<file path="src/sv/cdf_pkg.sv">
// ============================================================================
// cdf_pkg: shared types and constants for the categorical sampler
// Word formats, command codes and default sizes used by the front, the
// queue and the back end.
// ============================================================================
`default_nettype none
package cdf_pkg;
    localparam int TABLE_DEPTH_DEF = 64;
    localparam int WEIGHT_BITS_DEF = 16;
    localparam int FRAC_BITS_DEF   = 16;
    localparam int W_FIELD_BITS    = 16;
    localparam int DRAW_BITS       = 16;
    localparam int CAT_BITS        = 7;

    localparam logic CMD_LOAD  = 1'b0;
    localparam logic CMD_QUERY = 1'b1;

    typedef struct packed {
        logic        cmd;
        logic [15:0] weight;
        logic        last_weight;
        logic [15:0] draw;
    } in_word_t;

    typedef struct packed {
        logic [6:0] category;
        logic       error;
    } out_word_t;
endpackage
`default_nettype wire

</file>
<file path="src/sv/cdf_queue.sv">
// ============================================================================
// cdf_queue: two-entry word queue between front and back end
// Registered FIFO with valid/stall on both sides.
// ============================================================================
`default_nettype none
module cdf_queue (
    input  wire                logic clk,
    input  wire                logic rst_n,
    input  wire cdf_pkg::in_word_t in_data,
    input  wire                logic in_valid,
    output logic                     in_stall,
    output cdf_pkg::in_word_t        out_data,
    output logic                     out_valid,
    input  wire                logic out_stall
);
    cdf_pkg::in_word_t mem_reg [2];
    logic       wr_ptr_reg, rd_ptr_reg;
    logic [1:0] count_reg;
    logic       push, pop;

    assign in_stall  = (count_reg == 2'd2);
    assign out_valid = (count_reg != 2'd0);
    assign push      = in_valid && !in_stall;
    assign pop       = out_valid && !out_stall;
    assign out_data  = mem_reg[rd_ptr_reg];

    // Storage write.
    always_ff @(posedge clk)
    begin
        if (push)
        begin
            mem_reg[wr_ptr_reg] <= in_data;
        end
    end

    // Pointers and fill count.
    always_ff @(posedge clk or negedge rst_n)
    begin
        if (!rst_n)
        begin
            wr_ptr_reg <= 1'b0;
            rd_ptr_reg <= 1'b0;
            count_reg  <= 2'd0;
        end
        else
        begin
            if (push) wr_ptr_reg <= ~wr_ptr_reg;
            if (pop)  rd_ptr_reg <= ~rd_ptr_reg;
            count_reg <= count_reg + {1'b0, push} - {1'b0, pop};
        end
    end
endmodule
`default_nettype wire

</file>
<file path="src/sv/cdf_back.sv">
// ============================================================================
// cdf_back: table store, normalization divider and query scanner
// Executes one word at a time: loads append running sums, the last load
// normalizes each entry with a bit-serial divider, queries scan the table.
// ============================================================================
`default_nettype none
module cdf_back #(
    parameter int TABLE_DEPTH = cdf_pkg::TABLE_DEPTH_DEF,
    parameter int WEIGHT_BITS = cdf_pkg::WEIGHT_BITS_DEF,
    parameter int FRAC_BITS   = cdf_pkg::FRAC_BITS_DEF
) (
    input  wire                logic clk,
    input  wire                logic rst_n,
    input  wire cdf_pkg::in_word_t in_data,
    input  wire                logic in_valid,
    output logic                     in_stall,
    output cdf_pkg::out_word_t       out_data,
    output logic                     out_valid,
    input  wire                logic out_stall
);
    localparam int AW   = (TABLE_DEPTH > 1) ? $clog2(TABLE_DEPTH) : 1;
    localparam int CW   = $clog2(TABLE_DEPTH + 1);
    localparam int SW   = WEIGHT_BITS + CW;
    localparam int EW   = (SW > FRAC_BITS + 1) ? SW : FRAC_BITS + 1;
    localparam int BCW  = $clog2(FRAC_BITS + 1);
    localparam int CMPW = FRAC_BITS + cdf_pkg::DRAW_BITS + 1;

    typedef enum logic [6:0] {
        ST_IDLE  = 7'b0000001,
        ST_NRD   = 7'b0000010,
        ST_NDIV  = 7'b0000100,
        ST_NWR   = 7'b0001000,
        ST_QRD   = 7'b0010000,
        ST_QCMP  = 7'b0100000,
        ST_OUT   = 7'b1000000
    } state_t;

    state_t state_reg, state_next;
    logic [EW-1:0] mem [TABLE_DEPTH];
    logic [EW-1:0] rd_data_reg;
    logic [CW-1:0] count_reg;
    logic [SW-1:0] total_reg;
    logic          ready_reg, fresh_reg;
    logic [CW-1:0] idx_reg;
    logic [SW:0]   rem_reg;
    logic [FRAC_BITS:0] quo_reg;
    logic [BCW-1:0] bit_reg;
    logic [15:0]   draw_reg;
    logic          res_valid_reg;
    cdf_pkg::out_word_t res_reg;

    logic          take;
    logic          wr_en;
    logic [AW-1:0] wr_addr;
    logic [EW-1:0] wr_data;
    logic [AW-1:0] rd_addr;
    logic [SW:0]   rem_sh;
    logic [SW-1:0] new_total;
    logic [CW-1:0] cnt_eff;
    logic [SW-1:0] tot_eff;
    logic [CW-1:0] cnt_new;
    logic [SW-1:0] tot_new;
    logic          q_err;
    logic [SW:0]   num_ext;
    logic [CMPW-1:0] d_ext, e_ext;

    assign in_stall  = (state_reg != ST_IDLE);
    assign take      = in_valid && !in_stall;
    assign out_valid = res_valid_reg;
    assign out_data  = res_reg;
    assign rd_addr   = idx_reg[AW-1:0];
    assign rem_sh    = {rem_reg[SW-1:0], 1'b0};
    assign cnt_eff   = fresh_reg ? '0 : count_reg;
    assign tot_eff   = fresh_reg ? '0 : total_reg;
    assign new_total = tot_eff + SW'(in_data.weight[WEIGHT_BITS-1:0]);
    assign cnt_new   = (cnt_eff < CW'(TABLE_DEPTH)) ? cnt_eff + 1'b1 : cnt_eff;
    assign tot_new   = (cnt_eff < CW'(TABLE_DEPTH)) ? new_total : tot_eff;
    assign q_err     = !ready_reg || fresh_reg == 1'b0 || count_reg == '0
                       || total_reg == '0;
    assign num_ext   = (SW+1)'(rd_data_reg);
    assign d_ext     = CMPW'({draw_reg, {FRAC_BITS{1'b0}}});
    assign e_ext     = CMPW'({rd_data_reg[FRAC_BITS:0], 16'd0});

    // Table memory with registered read.
    always_ff @(posedge clk)
    begin
        if (wr_en) mem[wr_addr] <= wr_data;
        rd_data_reg <= mem[rd_addr];
    end

    // Memory write port selection.
    always_comb
    begin
        wr_en   = 1'b0;
        wr_addr = cnt_eff[AW-1:0];
        wr_data = EW'(new_total);
        if (state_reg == ST_IDLE)
        begin
            wr_en = take && in_data.cmd == cdf_pkg::CMD_LOAD
                    && cnt_eff < CW'(TABLE_DEPTH);
        end
        else if (state_reg == ST_NWR)
        begin
            wr_en   = 1'b1;
            wr_addr = idx_reg[AW-1:0];
            wr_data = (idx_reg == count_reg - 1'b1)
                      ? EW'({1'b1, {FRAC_BITS{1'b0}}}) : EW'(quo_reg);
        end
    end

    // Sequencer next state.
    always_comb
    begin
        state_next = state_reg;
        unique case (state_reg)
            ST_IDLE:
            begin
                if (take)
                begin
                    if (in_data.cmd == cdf_pkg::CMD_LOAD)
                    begin
                        if (in_data.last_weight && tot_new != '0 && cnt_new != '0)
                            state_next = ST_NRD;
                    end
                    else
                    begin
                        state_next = q_err ? ST_OUT : ST_QRD;
                    end
                end
            end
            ST_NRD:  state_next = ST_NDIV;
            ST_NDIV: if (bit_reg == BCW'(FRAC_BITS)) state_next = ST_NWR;
            ST_NWR:  state_next = (idx_reg + 1'b1 == count_reg) ? ST_IDLE : ST_NRD;
            ST_QRD:  state_next = (idx_reg == count_reg) ? ST_OUT : ST_QCMP;
            ST_QCMP: state_next = (d_ext > e_ext) ? ST_QRD : ST_OUT;
            ST_OUT:  if (!res_valid_reg) state_next = ST_IDLE;
            default: state_next = ST_IDLE;
        endcase
    end

    // Control and datapath registers.
    always_ff @(posedge clk or negedge rst_n)
    begin
        if (!rst_n)
        begin
            state_reg     <= ST_IDLE;
            count_reg     <= '0;
            total_reg     <= '0;
            ready_reg     <= 1'b0;
            fresh_reg     <= 1'b1;
            res_valid_reg <= 1'b0;
            idx_reg       <= '0;
            rem_reg       <= '0;
            quo_reg       <= '0;
            bit_reg       <= '0;
            draw_reg      <= '0;
            res_reg       <= '0;
        end
        else
        begin
            state_reg <= state_next;
            if (res_valid_reg && !out_stall) res_valid_reg <= 1'b0;
            unique case (state_reg)
                ST_IDLE:
                begin
                    if (take && in_data.cmd == cdf_pkg::CMD_LOAD)
                    begin
                        count_reg <= cnt_new;
                        total_reg <= tot_new;
                        ready_reg <= in_data.last_weight;
                        fresh_reg <= in_data.last_weight;
                        idx_reg   <= '0;
                    end
                    else if (take)
                    begin
                        draw_reg <= in_data.draw;
                        idx_reg  <= '0;
                        if (q_err)
                        begin
                            res_reg       <= '{category: '0, error: 1'b1};
                            res_valid_reg <= 1'b1;
                        end
                    end
                end
                ST_NRD:
                begin
                    rem_reg <= num_ext;
                    quo_reg <= '0;
                    bit_reg <= '0;
                end
                ST_NDIV:
                begin
                    if (bit_reg == '0)
                    begin
                        // Integer part: one only when the entry equals the total.
                        if (num_ext >= {1'b0, total_reg})
                        begin
                            rem_reg <= num_ext - {1'b0, total_reg};
                            quo_reg <= (FRAC_BITS+1)'(1);
                        end
                        else
                        begin
                            rem_reg <= num_ext;
                            quo_reg <= '0;
                        end
                        bit_reg <= bit_reg + 1'b1;
                    end
                    else if (bit_reg != BCW'(FRAC_BITS))
                    begin
                        if (rem_sh >= {1'b0, total_reg})
                        begin
                            rem_reg <= rem_sh - {1'b0, total_reg};
                            quo_reg <= {quo_reg[FRAC_BITS-1:0], 1'b1};
                        end
                        else
                        begin
                            rem_reg <= rem_sh;
                            quo_reg <= {quo_reg[FRAC_BITS-1:0], 1'b0};
                        end
                        bit_reg <= bit_reg + 1'b1;
                    end
                    else
                    begin
                        if (rem_sh >= {1'b0, total_reg})
                            quo_reg <= {quo_reg[FRAC_BITS-1:0], 1'b1};
                        else
                            quo_reg <= {quo_reg[FRAC_BITS-1:0], 1'b0};
                    end
                end
                ST_NWR:
                begin
                    idx_reg <= idx_reg + 1'b1;
                end
                ST_QRD:
                begin
                    if (idx_reg == count_reg)
                    begin
                        res_reg       <= '{category: 7'(idx_reg), error: 1'b0};
                        res_valid_reg <= 1'b1;
                    end
                end
                ST_QCMP:
                begin
                    if (d_ext > e_ext)
                    begin
                        idx_reg <= idx_reg + 1'b1;
                    end
                    else
                    begin
                        res_reg       <= '{category: 7'(idx_reg), error: 1'b0};
                        res_valid_reg <= 1'b1;
                    end
                end
                ST_OUT:
                begin
                end
                default:
                begin
                end
            endcase
        end
    end
endmodule
`default_nettype wire

</file>
<file path="src/sv/cdf_table_category_sampler_top.sv">
// Categorical sampler top level.
// Load word: appends a running sum; the last load adds a bit-serial
// normalization of each entry through the table memory port.
// Query word: the back end scans the table entry by entry until an entry
// matches or the table ends, then registers the answer for handoff.
// Reset clears control state; the table memory is not cleared.
// ============================================================================
// cdf_table_category_sampler_top: front queue plus execution back end
// Words enter a two-entry queue and are carried out by the back end.
// ============================================================================
`default_nettype none
module cdf_table_category_sampler_top #(
    parameter int TABLE_DEPTH = cdf_pkg::TABLE_DEPTH_DEF,
    parameter int WEIGHT_BITS = cdf_pkg::WEIGHT_BITS_DEF,
    parameter int FRAC_BITS   = cdf_pkg::FRAC_BITS_DEF
) (
    input  wire                logic clk,
    input  wire                logic rst_n,
    input  wire cdf_pkg::in_word_t in_data,
    input  wire                logic in_valid,
    output logic                     in_stall,
    output cdf_pkg::out_word_t       out_data,
    output logic                     out_valid,
    input  wire                logic out_stall
);
    cdf_pkg::in_word_t q_data;
    logic q_valid, q_stall;

    // Front queue.
    cdf_queue u_queue (
        .clk(clk), .rst_n(rst_n),
        .in_data(in_data), .in_valid(in_valid), .in_stall(in_stall),
        .out_data(q_data), .out_valid(q_valid), .out_stall(q_stall)
    );

    // Back end.
    cdf_back #(
        .TABLE_DEPTH(TABLE_DEPTH), .WEIGHT_BITS(WEIGHT_BITS), .FRAC_BITS(FRAC_BITS)
    ) u_back (
        .clk(clk), .rst_n(rst_n),
        .in_data(q_data), .in_valid(q_valid), .in_stall(q_stall),
        .out_data(out_data), .out_valid(out_valid), .out_stall(out_stall)
    );

`ifndef ASSERT_OFF
    // An error answer always carries category zero.
    a_err_cat: assert property (@(posedge clk) disable iff (!rst_n)
        out_valid && out_data.error |-> out_data.category == '0)
        else $error("error word with nonzero category");
    // A good category never exceeds the table depth.
    a_cat_rng: assert property (@(posedge clk) disable iff (!rst_n)
        out_valid && !out_data.error |-> 32'(out_data.category) <= TABLE_DEPTH)
        else $error("category beyond table depth");
`endif
endmodule
`default_nettype wire
</file>
<file path="config.mk">
export PLATFORM = sky130hd
export DESIGN_NAME = cdf_table_category_sampler_top
export DESIGN_NICKNAME = d
export VERILOG_FILES = /design/src/sv/cdf_pkg.sv /design/src/sv/cdf_queue.sv /design/src/sv/cdf_back.sv /design/src/sv/cdf_table_category_sampler_top.sv
export SDC_FILE = /design/constraint.sdc
export NUM_CORES = 2
export LEC_CHECK = 0
export ABC_AREA = 1
export BUFFER_PORTS_ARGS = -buffer_cell sky130_fd_sc_hd__buf_2
export CAP_MARGIN = 20
export CORE_AREA = 2 2 377 379
export CTS_BUF_LIST = sky130_fd_sc_hd__clkbuf_2 sky130_fd_sc_hd__clkbuf_4 sky130_fd_sc_hd__clkbuf_8
export CTS_CLUSTER_SIZE = 12
export DETAILED_ROUTE_END_ITERATION = 6
export DIE_AREA = 0 0 379 381
export PLACE_DENSITY_LB_ADDON = 0.15
export REMOVE_ABC_BUFFERS = 1
export SLEW_MARGIN = 30
export SYNTH_ARGS = -nofsm -noshare
export SYNTH_HDL_FRONTEND = slang
export SYNTH_SLANG_ARGS = --single-unit
</file>
<file path="constraint.sdc">
create_clock -name clk -period 7.8 [get_ports clk]
set_input_delay 0.78 -clock clk [delete_from_list [all_inputs] [get_ports clk]]
set_output_delay 0.78 -clock clk [all_outputs]
set_load 0.02 [all_outputs]
</file>
# After elaboration in Yosys (flattened, before gate mapping)
# Memories as Yosys holds them, arrays and structs flattened. A register that Yosys moved wholly into a read port is not among the register bits.
# Index checks and enable logic that the tools add are counted.
# Widths: inputs -> output; s select.
[word_totals] reg_bits=120 ramBits=1540 in_bits=38 wordCells=144 n_memories=2
[mem_list] memory="u_back.mem" depth=64 width=23 read_ports=1 rd_clocked_by_memory_dff=1 write_ports=1 line_no="cdf_back.sv:39" text="logic [EW-1:0] mem [TABLE_DEPTH];"
[mem_list] memory="u_queue.mem_reg" depth=2 width=34 read_ports=1 rd_clocked_by_memory_dff=0 write_ports=1 line_no="cdf_queue.sv:16" text="cdf_pkg::in_word_t mem_reg [2];"
[op_classes] addsub=9 n_lt_le_gt_ge=4 n_eq_ne=25 mux=54 n_bitwise=5 reduce_logical=29
[op_table] cell="$mux 23" n=8
[op_table] cell="$mux 7" n=13
[op_table] cell="$pmux 7 s7" n=1
[op_table] cell="$pmux 23 s2" n=1
[op_table] cell="$sub 23x23->23" n=2
[op_table] cell="$mux 8" n=5
[op_table] cell="$mux 17" n=2
[op_table] cell="$pmux 17 s2" n=1
[op_table] cell="$gt 32x33->1" n=1
[op_table] cell="$ge 24x23->1" n=1
[op_table] cell="$pmux 8 s3" n=1
[op_table] cell="$add 23x16->23" n=1
[op_table] cell="$ge 23x23->1" n=1
[op_table] cell="$logic_not 23->1" n=1
[op_table] cell="$reduce_bool 23->1" n=1
[op_table] cell="$eq 7x7->1" n=3
[op_table] cell="$pmux 7 s3" n=1
[op_table] cell="$add 7x1->7 const B" n=2
[op_table] cell="$mux 1" n=14
[op_table] cell="$mux 6" n=2
[op_table] cell="$mux 5" n=2
[op_table] cell="$ne 2x1->1 const B" n=5
[op_table] cell="$pmux 5 s2" n=1
[op_table] cell="$eq 7x1->1 const B" n=1
[op_table] cell="other kinds (33)" n=55

# Depth between registers and ports, before layout
[depth] ltp_word=10 ltp_mapped=27 depth_no_buf=25

# Modules after synthesis
# Synthesis repeated with hierarchy kept, for this count alone.
[hier_totals] hier_cells=5451 area_unflattened_um2=69395.3
[modules_own_cells] module="cdf_back" n_inst=1 cells_each=5240 area_each_um2=66627.7 seq_area_each_um2=47568.1
[modules_own_cells] module="cdf_queue" n_inst=1 cells_each=211 area_each_um2=2767.7 seq_area_each_um2=2142.1

# Least setup slack after synthesis
# OpenSTA, ideal clock, no wires.
[synth_path] path_type="register to register" start="register u_back.fresh_reg" end="memory u_back.mem[0][14] in the netlist's numbering (data pin)" setup_ns=0.702 arrival_time_ns=4.917 setup_slack_ns=2.182 path_stages_with_launch=15 path_buffers=3 period_less_slack_ns=5.618 path_cell_list="dfstp_2 -> buf_2 -> clkbuf_1 -> buf_1 -> nor2_1 -> ha_1 -> nand3_1 -> nand3_1 -> nand2_1 -> nand2_1 -> nand2_1 -> nand2_1 -> nand2_1 -> and2_1 -> o21ai_0"
[synth_via] elab_chain_len=4
[synth_lines] element="start, declared" line_no="cdf_back.sv:43" text="logic ready_reg, fresh_reg;"
[synth_lines] element="start signal, assigned" line_no="cdf_back.sv:171" text="fresh_reg <= in_data.last_weight;"
[synth_lines] element="$mux 23 *" line_no="cdf_back.sv:74" text="assign tot_eff = fresh_reg ? '0 : total_reg;"
[synth_lines] element="$add 23x16->23 *" line_no="cdf_back.sv:75" text="assign new_total = tot_eff + SW'(in_data.weight[WEIGHT_BITS-1:0]);"
[synth_lines] element="$mux 23" line_no="cdf_back.sv:102" text="else if (state_reg == ST_NWR)"
[synth_lines] element="$mux 23 *" line_no="cdf_back.sv:97" text="if (state_reg == ST_IDLE)"
[synth_lines] element="named net u_back.wr_data[14]" line_no="cdf_back.sv:55" text="logic [EW-1:0] wr_data;"
[synth_lines] element="end, declared" line_no="cdf_back.sv:39"
# Mark *: on every way through the listed nets, which the timed path passes. The rest lies on a longest branch.

# Final worst setup path
[layout_path] start="register u_back.fresh_reg" end="memory u_back.mem[40][3] in the netlist's numbering (enable)"
[layout_via] elab_chain_len=6 word_cells_on_any_way=8 cone_classes="1 x order compare; 6 x mux; 1 x reduce/logical"
[layout_lines] element="$mux 7 *" line_no="cdf_back.sv:73" text="assign cnt_eff = fresh_reg ? '0 : count_reg;"
[layout_lines] element="$lt 7x7->1" line_no="cdf_back.sv:100" text="&& cnt_eff < CW'(TABLE_DEPTH);"
[layout_lines] element="$logic_and 1x1->1" line_no="cdf_back.sv:100"
[layout_lines] element="$mux 1" line_no="cdf_back.sv:97"
[layout_lines] element="$mux 1" line_no="cdf_back.sv:87" text="if (wr_en) mem[wr_addr] <= wr_data;"
[layout_lines] element="$mux 1 (not written as such)" line_no="cdf_back.sv:87"
# Every way passes the cells marked *; elsewhere a longest branch is shown, timed or not.

==> impl_results.rst <==
.. list-table::
   :header-rows: 1

   * - Metric
     - Value
   * - Crit-path max cell delay
     - 0.92 ns
   * - Initial Utilization
     - roughly half
   * - # rows
     - 138
   * - Share of layout cells above drive strength 1
     - 12.6%
   * - Clk slew on worst S/H paths
     - 0.06 ns
   * - Final net count
     - approximately 5800
   * - Post-synth EDFFs
     - between 1500 and 2000
   * - Gpl congestion
     - 0.924
   * - PwrDens
     - 377 nW/um2
   * - Post-route fraction of the period consumed by the critical path
     - between 60% and 70%
   * - Maximum vdd drop
     - approximately 460 uV
   * - Final count of hold timing violations
     - 0
   * - Max Used Layer
     - met4
   * - Endpoints failing setup
     - 0
   * - Cell occurring most often along the worst timing path
     - sky130_fd_sc_hd__inv_1
   * - Most instantiated flip-flop cell in the synthesis netlist
     - sky130_fd_sc_hd__edfxtp_1
   * - Synth Register Bits
     - 1683
   * - Count of routing violations after the opening detailed-route iteration
     - approximately 5700
   * - Number of DRC violations after detailed routing
     - 0
   * - Post-layout min period
     - 4.87 ns
   * - Post-DR wirelength/cell
     - about 27 um
   * - Die height
     - about 380 um
   * - Most area-consuming cells after synthesis
     - sky130_fd_sc_hd__edfxtp_1 (66%), sky130_fd_sc_hd__a21oi_1 (6.1%), sky130_fd_sc_hd__nand2_1 (4.8%)
   * - Number of clock sinks
     - 1683
   * - Total CTS buffers
     - approximately 290
   * - Root buf cell
     - sky130_fd_sc_hd__clkbuf_8
   * - Average vias per placed instance
     - around 6
   * - Leading cell type by number of instances after synthesis
     - sky130_fd_sc_hd__edfxtp_1
   * - Mux contribution to synthesized area
     - less than 1%
   * - Number of iterations in the first detailed-routing pass
     - 6
   * - CP endpoint kind
     - flop
   * - Final cell utilization of the core
     - around 56%
   * - Clock tree from TritonCTS
     - done
   * - H-tree depth
     - 5
   * - Async set or reset register ratio after synthesis
     - 7.13%
   * - Slew @ Worst Pin
     - between 1 and 1.5 ns
   * - Detail Route met3 WL
     - 18200 um
   * - Die area
     - about 140000 um2
   * - Fmax
     - slightly above 0.2 GHz
   * - Mapped Area
     - approximately 70000 um2
   * - Post-detailed-route count of antenna-violating nets
     - 0
   * - Sequential area share after synthesis
     - a little under three quarters
   * - Unrepaired setup endpoints after global routing
     - false
   * - Number of cells produced by synthesis
     - 5526
   * - Number of flip-flops under the largest register name
     - roughly 1500
   * - Leakage power
     - approximately 28 nW
   * - Initial antenna violation count
     - 5
   * - Vias in the first global route
     - approximately 46000
   * - Required time at the endpoint of the critical path
     - roughly 8.4 ns
   * - Worst relative slew slack
     - about 33%
   * - Pre-CTS worst setup slack
     - just over 3 ns
   * - Final Max Tran Viols
     - 0
   * - Setup slack of the most critical reg-to-reg path
     - 2.93 ns
   * - Yosys synthesis warning count
     - 0
   * - XOR/XNOR Fraction of Synth Area
     - less than 1%
   * - Maximum number of pins on one net before global-route repair
     - 136
   * - CP arrival
     - between 5 and 6 ns
   * - Later-pin clock latency in the skew report
     - a little under 1 ns
   * - Die width
     - approximately 380 um
   * - Hold Crit Class
     - input port to flop
   * - Number of buffer cells added on primary ports
     - 47
   * - Area fraction in compound gates after synthesis
     - around 14%
   * - Routed vias
     - ~48000
   * - Run status
     - completed
   * - Mapped Avg Cell Area
     - 12.6 um2
   * - Cell types with the highest counts after synthesis
     - sky130_fd_sc_hd__edfxtp_1 (1540), sky130_fd_sc_hd__nand2_1 (889), sky130_fd_sc_hd__a21oi_1 (851), sky130_fd_sc_hd__o221ai_1 (370), sky130_fd_sc_hd__o21ai_0 (321)
   * - Portion of synthesized cell area occupied by the leading cell type
     - between 60% and 70%
   * - Ports
     - 48
   * - Skew final
     - ~0.066 ns
   * - Total track usage
     - slightly below 30%
   * - Critical path startpoint category
     - flop
   * - Core area
     - between 100000 and 150000 um2
   * - Gr ovfl total
     - 0
   * - Ordered list of cells on the worst path
     - inv_1 -> nand2_1 -> inv_1 -> nor2_1 -> inv_2 -> nand2_2 -> nand3_2 -> nor2_2 -> buf_4
   * - Area overhead of the layout relative to synthesis
     - 12.6%
   * - Met1 routed wirelength after detailed routing
     - approximately 86000 um
   * - Slowest stage cell on the critical path
     - sky130_fd_sc_hd__dfstp_2
   * - Library cells used by synthesis
     - 53
   * - Total met2 wirelength after detailed routing
     - ~98000 um
   * - Maximum clock path buffer count
     - 4
   * - Max-capacitance violation count
     - 0
   * - Post-synthesis adder-cell area fraction
     - 1.63%
   * - Share of synthesized cell area in and, or, nand and nor gates
     - between 8 and 9%
   * - Global-route wire length before repair
     - around 300000 um
   * - Detailed-route wire length
     - 212000 um
   * - Final HPWL DP
     - between 100000 and 150000 um
   * - Cell taking the most area after synthesis
     - sky130_fd_sc_hd__edfxtp_1
   * - Min setup slack post-route
     - between 2 and 3 ns
   * - Dominant combinational cell family by area after synthesis
     - compound AO/OA/AOI/OAI gates
   * - Crit Path Class
     - flop to flop
   * - Worst-path fanout max
     - 31
==> cells in the final DEF (no fill, tap or decap), drive strengths merged, types with 17 or more instances in the layout <==
master       count
ha              86
nor2           251
xor2            39
inv            250
o21ai          327
buf            190
nand2          892
o221ai         370
nand4           31
mux2i           18
dfrtp          118
edfxtp        1540
clkbuf         397
dfxtp           23
clkinv          75
nor3            17
dlygate4sd3     35
nand3          250
xnor2           23
a21oi          851
==> final timing paths <==
kind / from / end / cells after the start
max: u_back.fresh_reg$_DFFE_PN1P_ / u_back.mem[40][3]$_DFFE_PP_ / 9
max reg2reg: u_back.fresh_reg$_DFFE_PN1P_ / u_back.mem[40][3]$_DFFE_PP_ / 9
min: out_stall / u_back.out_valid$_DFF_PN0_ / 3
max in group asynchronous: rst_n / u_back.idx_reg[2]$_DFFE_PN0P_ / 3
min reg2reg: u_back.out_data[2]$_DFFE_PN0P_ / u_back.out_data[2]$_DFFE_PN0P_ / 2
min in group asynchronous: rst_n / u_back.draw_reg[1]$_DFFE_PN0P_ / 2
==> metal layers <==
layer / up-vias / track usage (%)
met3: 417 / 4.87
met2: 2355 / 45.0
met1: 23800 / 40.5
li1: 21100 / -
met4: 0 / 12.7
met5: - / 0
==> where the power goes <==
part | switching, mW | internal, mW
logic | 6.84 | 1.86
clock network | 3.42 | 4.12
registers | 0.335 | 12.9
==> logic make-up after synthesis <==
family / after synthesis
simple gates: 1471
compound gates: 1622
fa+ha+maj: 89
xor+xnor: 62
flops: 1683
buf+inv: 581
mux: 18
==> worst max-delay path, delay by kind of cell, from the launching register on <==
family        cells  cell delay (ns)
buf+inv           4             1.46
simple gates      5             2.13
flops             1             0.92
==> area by class of cell <==
class	instances	area [um2]
Sequential cell	1683	49700
Timing Repair Buffer	225	1820
Clock inverter	81	448
Clock buffer	397	4860
Antenna cell	3	7.51
Inverter	252	962
Multi-Input combinational cell	3262	18100
Fill cell	11700	62200
Tap cell	1890	2360
==> per-stage QoR <==
| stage | area (um2) | hold slack (ns) | total power, mW | instances | TNS [ns] |
|---|---|---|---|---|---|
| detailed placement | 72700 | 0.473 | 22.0 | 7277 | 0 |
| CTS | 78300 | 0.0283 | 29.5 | 7790 | 0 |
| global placement | 72600 | 0.468 | 21.8 | 7275 | 0 |
| floorplan | 68300 | 0.451 | 18.3 | 5197 | -3154.31 |
| finish | 78300 | 0.105 | 29.5 | 7793 | 0 |
| global route | 78300 | 0.0655 | 30.7 | 7792 | 0 |
==> repair_timing <==
| item | CTS | global route |
|---|---|---|
| resized for setup | 0 | 0 |
| setup endpoints to repair | 0 | 0 |
| hold endpoints to repair | 109 | 0 |
| hold buffers | 35 | 0 |
| buffers inserted | 0 | 0 |
Note: power is estimated with default switching activity, not from simulation.
